### config.mk
export PLATFORM = sky130hd
export DESIGN_NAME = pgfd_window
export DESIGN_NICKNAME = d
export VERILOG_FILES = /design/src/rtl/prewitt_gradient_and_frame_difference_top_assert.svh /design/src/rtl/pgfd_pkg.sv /design/src/rtl/pgfd_window.sv
export SDC_FILE = /design/constraint.sdc
export NUM_CORES = 1
export LEC_CHECK = 0
export BUFFER_PORTS_ARGS = -buffer_cell sky130_fd_sc_hd__buf_2
export CAP_MARGIN = 30
export CORE_UTILIZATION = 25
export DETAILED_ROUTE_END_ITERATION = 8
export GPL_TIMING_DRIVEN = 0
export HOLD_SLACK_MARGIN = 0.15
export SYNTH_ARGS = -nofsm -noshare
export SYNTH_HDL_FRONTEND = slang
export SYNTH_SLANG_ARGS = --single-unit
### constraint.sdc
create_clock -name clk -period 8.7 [get_ports clk]
set_input_delay 1.305 -clock clk [delete_from_list [all_inputs] [get_ports clk]]
set_output_delay 1.305 -clock clk [all_outputs]
set_load 0.02 [all_outputs]
### src/rtl/prewitt_gradient_and_frame_difference_top_assert.svh
// Assertion macros for the Prewitt gradient / frame difference block.
// Used by the top level; expects clk and arst_n in the including scope.
`ifndef PREWITT_GRADIENT_AND_FRAME_DIFFERENCE_TOP_ASSERT_SVH
`define PREWITT_GRADIENT_AND_FRAME_DIFFERENCE_TOP_ASSERT_SVH
`ifndef SYNTH
// check that an expression holds at every edge out of reset
`define PGFD_ASSERT(lbl, prop, msg) \
	lbl: assert property (@(posedge clk) disable iff (!arst_n) (prop)) else $error(msg);
// check that the consequent holds in the cycle of the antecedent
`define PGFD_ASSERT_IMPL(lbl, ante, cons, msg) \
	lbl: assert property (@(posedge clk) disable iff (!arst_n) (ante) |-> (cons)) \
	else $error(msg);
`else
`define PGFD_ASSERT(lbl, prop, msg)
`define PGFD_ASSERT_IMPL(lbl, ante, cons, msg)
`endif
`endif

### src/rtl/pgfd_pkg.sv
`timescale 1ns / 1ps
// Shared types and constants of the Prewitt gradient / frame difference block.
// No dependencies.
package pgfd_pkg;

	localparam int PIX_W      = 8;
	localparam int CFG_IDX_W  = 1;
	localparam int CFG_DATA_W = 9;
	localparam int GRAD_W     = 11;
	localparam int TD_W       = 9;
	localparam int COLSUM_W   = 10;
	localparam int S_TDATA_W  = 24;
	localparam int M_TDATA_W  = 32;

	// gray = (1868*B + 9617*G + 4899*R + 8192) >> 14, all sums fit 22 bits
	localparam int GRAY_SUM_W = 22;
	localparam logic [GRAY_SUM_W-1:0] COEF_B     = 22'd1868;
	localparam logic [GRAY_SUM_W-1:0] COEF_G     = 22'd9617;
	localparam logic [GRAY_SUM_W-1:0] COEF_R     = 22'd4899;
	localparam logic [GRAY_SUM_W-1:0] GRAY_ROUND = 22'd8192;

	// configuration register indexes
	localparam logic [CFG_IDX_W-1:0] REG_FRAME_WIDTH  = 1'd0;
	localparam logic [CFG_IDX_W-1:0] REG_FRAME_HEIGHT = 1'd1;

	// line memory entry at one column: two rows of gray and the newer row's difference
	typedef struct packed {
		logic [PIX_W-1:0]       older;
		logic [PIX_W-1:0]       newer;
		logic signed [TD_W-1:0] diff;
	} line_entry_t;

	// one 3-high column of the window, border mirroring already applied
	typedef struct packed {
		logic [PIX_W-1:0] top;
		logic [PIX_W-1:0] mid;
		logic [PIX_W-1:0] bot;
	} col_vec_t;

	// per-column partial results: sum of the column, bottom minus top
	typedef struct packed {
		logic [COLSUM_W-1:0]    sum;
		logic signed [TD_W-1:0] dif;
	} col_stat_t;

	// window control from the pipeline
	typedef struct packed {
		logic shift;   // item leaves the window stage
		logic wrap;    // centre is the last column of a row
		logic lmir;    // centre is column zero
	} win_ctl_t;

endpackage

### src/rtl/pgfd_window.sv
`timescale 1ns / 1ps
// 3x3 window over column vectors and Prewitt gradient sums.
// Depends on pgfd_pkg.
module pgfd_window (
	input  logic                                 clk,
	input  pgfd_pkg::win_ctl_t                   ctl,
	input  pgfd_pkg::col_vec_t                   vec,
	output logic signed [pgfd_pkg::GRAD_W-1:0]   grad_x,
	output logic signed [pgfd_pkg::GRAD_W-1:0]   grad_y
);

	pgfd_pkg::col_stat_t a_q, b_q;     // columns centre-1 and centre
	pgfd_pkg::col_stat_t n_st, l_st, r_st;

	always_comb begin
		n_st.sum = pgfd_pkg::COLSUM_W'(vec.top) + pgfd_pkg::COLSUM_W'(vec.mid)
			+ pgfd_pkg::COLSUM_W'(vec.bot);
		n_st.dif = $signed({1'b0, vec.bot}) - $signed({1'b0, vec.top});
		// last column: right neighbor mirrors to the left one
		if (ctl.wrap) begin
			l_st = a_q;
			r_st = a_q;
		end else begin
			l_st = ctl.lmir ? n_st : a_q;
			r_st = n_st;
		end
		grad_x = $signed({1'b0, r_st.sum}) - $signed({1'b0, l_st.sum});
		grad_y = pgfd_pkg::GRAD_W'(l_st.dif) + pgfd_pkg::GRAD_W'(b_q.dif)
			+ pgfd_pkg::GRAD_W'(r_st.dif);
	end

	always_ff @(posedge clk) begin
		if (ctl.shift) begin
			a_q <= b_q;
			b_q <= n_st;
		end
	end

endmodule

==> metrics.md <==
| Metric | Value |
|---|---|
| Outcome | `finished clean` |
| HPWL after detailed placement | `around 6200 µm` |
| Layout fillers | `~1,400` |
| RSZ-0062 raised after global routing | `false` |
| Critical Path Fanout Max | `6` |
| Crit-path leading delay family | `adder cells` |
| Overall routing resource usage | `11.3%` |
| Int Power | `roughly 680 µW` |
| IO Count | `50` |
| Cell area after layout | `between 4000 and 5000 µm²` |
| Clock latency on the worst-skew pair | `290 ps` |
| Switching share of power | `between 40% and 50%` |
| Cell breakdown of the critical path | `buf_2 -> inv_1 -> fa_1 -> inv_1 -> ha_1 -> fa_1 -> a21o_1 -> a21oi_1 -> xnor2_1 -> mux2_2 -> ha_1 -> nor2b_1 -> a311o_2 -> a221o_1 -> a21oi_1 -> buf_2` |
| Hold WC Path Type | `register to register` |
| Final Slew Violations | `0` |
| Antenna-violating nets left | `0` |
| Final setup viols | `0` |
| R2R Setup Slk | `8010 ps` |
| Max_slew headroom | `38.7%` |
| Max Freq | `0.156 GHz` |
| NumNets Final | `479` |
| Critical path startpoint category | `primary input` |
| Max-Cap Viols | `0` |
| DRT Wirelength | `just under 8000 µm` |
| Area of the multi-input gates | `2140 µm²` |
| Die X | `between 100 and 150 µm` |
| Share of layout cells above drive strength 1 | `17.9%` |
| Reg2reg path depth | `0` |
| Net switching power | `527 µW` |
| Initial core utilization | `25.9%` |
| Min-Delay Path Depth | `0` |
| Ant diodes | `0` |
| CTS root buffer | `clkbuf_16` |
| Via count | `between 2,000 and 3,000` |
| WS Path Type | `primary input to output pin` |
| #FFs+latches synth | `38` |
| Placed cells | `between 500 and 600` |
| Htree depth | `2` |
| Synth Instances | `approximately 340` |
| Clock group share of total power | `17.1%` |
| DR pass1 iterations | `4` |
| Slowest cell on the critical path | `fa_1` |
| DR DRC count | `0` |
| Syn_area_per_cell | `10.2 µm²` |
| Placeable Area | `13,500 µm²` |
| Buf+Inv Stages, Crit Path | `4` |
| Skew final | `7.26 ps` |
| Crit. End Element | `output pin` |
| Critical path required time | `7390 ps` |
| Comb power frac | `between 60 and 70%` |
| Worst vdd ir | `0.000128 V` |
| Post-route insts no fill | `roughly 570` |
| Leak | `~1.8 nW` |
| Die Y | `120 µm` |
| Hold Path Sink | `a_q[10]$_DFFE_PP_` |
| First-pass GRT wire length | `approximately 13,000 µm` |
| Yosys warning count | `0` |
| Initial DRC count | `130` |
| HP Start | `b_q[10]$_DFFE_PP_` |
| DR WL/cell | `13.4 µm` |
| Worst R2R Start | `b_q[2]$_DFFE_PP_` |
| Die area | `14,400 µm²` |
| Post-CTS Hold Buffers | `0` |
| Area Growth Syn to Fin | `17.9%` |
| Number of port buffers | `48` |
| Yosys cell types | `43` |
| Post_cts resized | `0` |
| Register area | `1140 µm²` |
| Total CTS buffers | `5` |
| CTS Sinks | `38` |
| Placer Congestion | `0.871` |
| R2R Path End | `a_q[2]$_DFFE_PP_` |
| Pwr per Cell Area | `292 nW/µm²` |
| Setup bufs post-CTS | `0` |
| Final setup TNS | `0 ps` |
| Via density | `between 4 and 5` |
| Grt ovf | `0` |
| Placed instance area | `3950 µm²` |
| Net Count, Synth | `424` |
| Clock transition at path regs | `60 ps` |
| Pin count of the biggest net entering global routing | `39` |
| Sequential power share | `21.1%` |
| Fin. Hold Viols | `0` |
| Worst Max-Slew Pin Slew | `roughly 920 ps` |
| # rows | `42` |
| Sequential fraction of the synthesis area | `between 30 and 40%` |
| Final period utilization | `about 74%` |
| Synthesized area | `3490 µm²` |
| CP max stage delay | `530 ps` |
| Clock Path Buffers | `2` |
| Layout Utilization | `a little under a third` |
| Worst path arrival time | `5120 ps` |
| Vias in the first global route | `2,658` |
| Antenna violations before repair | `0` |
| Fin crit period | `6420 ps` |
| Tot Pwr | `approximately 1.2 mW` |
| CTS tree | `yes` |
stage by stage:
step	hold WS, ps	worst slack (ps)
2_1_floorplan	400	2610
3_3_place_gp	401	2350
3_5_place_dp	405	2300
4_1_cts	412	2280
5_1_grt	424	2060
6_report	411	2280
synthesized netlist by cell type, drive strengths merged:
cell      n  area, µm²
inv      49        184
edfxtp   38       1140
ha       34        425
a21oi    23        115
fa       21        420
nor2     20       75.1
mux2i    19        190
nand2    17       63.8
o21ai    16       80.1
xnor2    15        131
nor2b    10       62.6
mux2      9        101
xor2      7       61.3
nand3     6       30.0
o21a      6       45.0
a21o      4       31.3
nor3      4       20.0
o31ai     4       35.0
a211oi    3       22.5
and3      3       18.8
buf       3       12.5
clkbuf    3       11.3
o2111ai   3       26.3
o21bai    3       22.5
a21boi    2       15.0
a31oi     2       12.5
nand2b    2       12.5
o211ai    2       15.0
o31a      2       17.5
or2       2       12.5
a2111oi   1       8.76
a221o     1       10.0
a222oi    1       10.0
a311o     1       11.3
and2      1       6.26
nor3b     1       7.51
o211a     1       10.0
o22ai     1       6.26
o311ai    1       8.76
how the worst max path moves through the flow:
stage / slack, ps / depth (start not counted) / startpoint / end
2_1_floorplan: 2610 / 14 / vec[1] / grad_x[10]
3_3_place_gp: 2350 / 16 / vec[1] / grad_x[10]
6_report: 2280 / 16 / vec[1] / grad_x[10]
4_1_cts: 2280 / 16 / vec[1] / grad_x[10]
3_5_place_dp: 2300 / 16 / vec[1] / grad_x[10]
5_1_grt: 2060 / 16 / vec[1] / grad_x[10]
per-layer routing:
metal | global-route usage [%] | vias up | wire (µm)
met1 | 15.9 | 1279 | 3850
met5 | 0 | - | 0
li1 | - | 1311 | -
met2 | 16.9 | 74 | 3290
met4 | 3.67 | 0 | 131
met3 | 2.61 | 12 | 417
sequential cells by signal, summed over array words and instances, names as in the netlist:
| signal | count |
|---|---|
| b_q | 19 |
| a_q | 19 |
cells in the final DEF, fill, tap and decap left out, drive strengths merged, types with 2 or more instances in the layout:
master,n
o21a,6
and3,3
o2111ai,3
fa,21
a21o,4
clkinv,2
mux2,9
nor2,20
a211oi,3
a21oi,23
nor3,4
xnor2,15
o31ai,4
o31a,2
nor2b,10
o211ai,2
buf,51
edfxtp,38
inv,49
o21ai,16
mux2i,19
xor2,7
o21bai,3
nand2b,2
clkbuf,8
a31oi,2
a21boi,2
or2,2
nand3,6
nand2,17
ha,34
power by group through the flow:
stage / clock (mW) / combinational [mW] / sequential [mW]
finish: 0.205 / 0.744 / 0.253
global route: 0.217 / 0.827 / 0.257
CTS: 0.208 / 0.752 / 0.254
detailed placement: 0 / 0.748 / 0.257
global placement: 0 / 0.737 / 0.255
floorplan: 0 / 0.550 / 0.253
logic make-up (layout without fill, tap and decap cells):
logic type      count (synthesis)  after routing  synth area share [%]
compound gates                 77             77                  14.4
xor+xnor                       22             22                  5.52
fa+ha+maj                      55             55                  24.2
buf+inv                        55            111                  5.95
flops                          38             38                  32.7
mux                            28             28                  8.35
simple gates                   66             66                  8.85
layout make-up:
cell class                      count  share of cell area (%)
Buffer                              6                   0.578
Clock buffer                        5                    3.04
Timing Repair Buffer               48                    5.84
Inverter                           49                    4.47
Tap cell                          176                    5.35
Multi-Input combinational cell    248                    52.0
Clock inverter                      3                   0.973
Sequential cell                    38                    27.7
(Power assumes the default switching activity.)
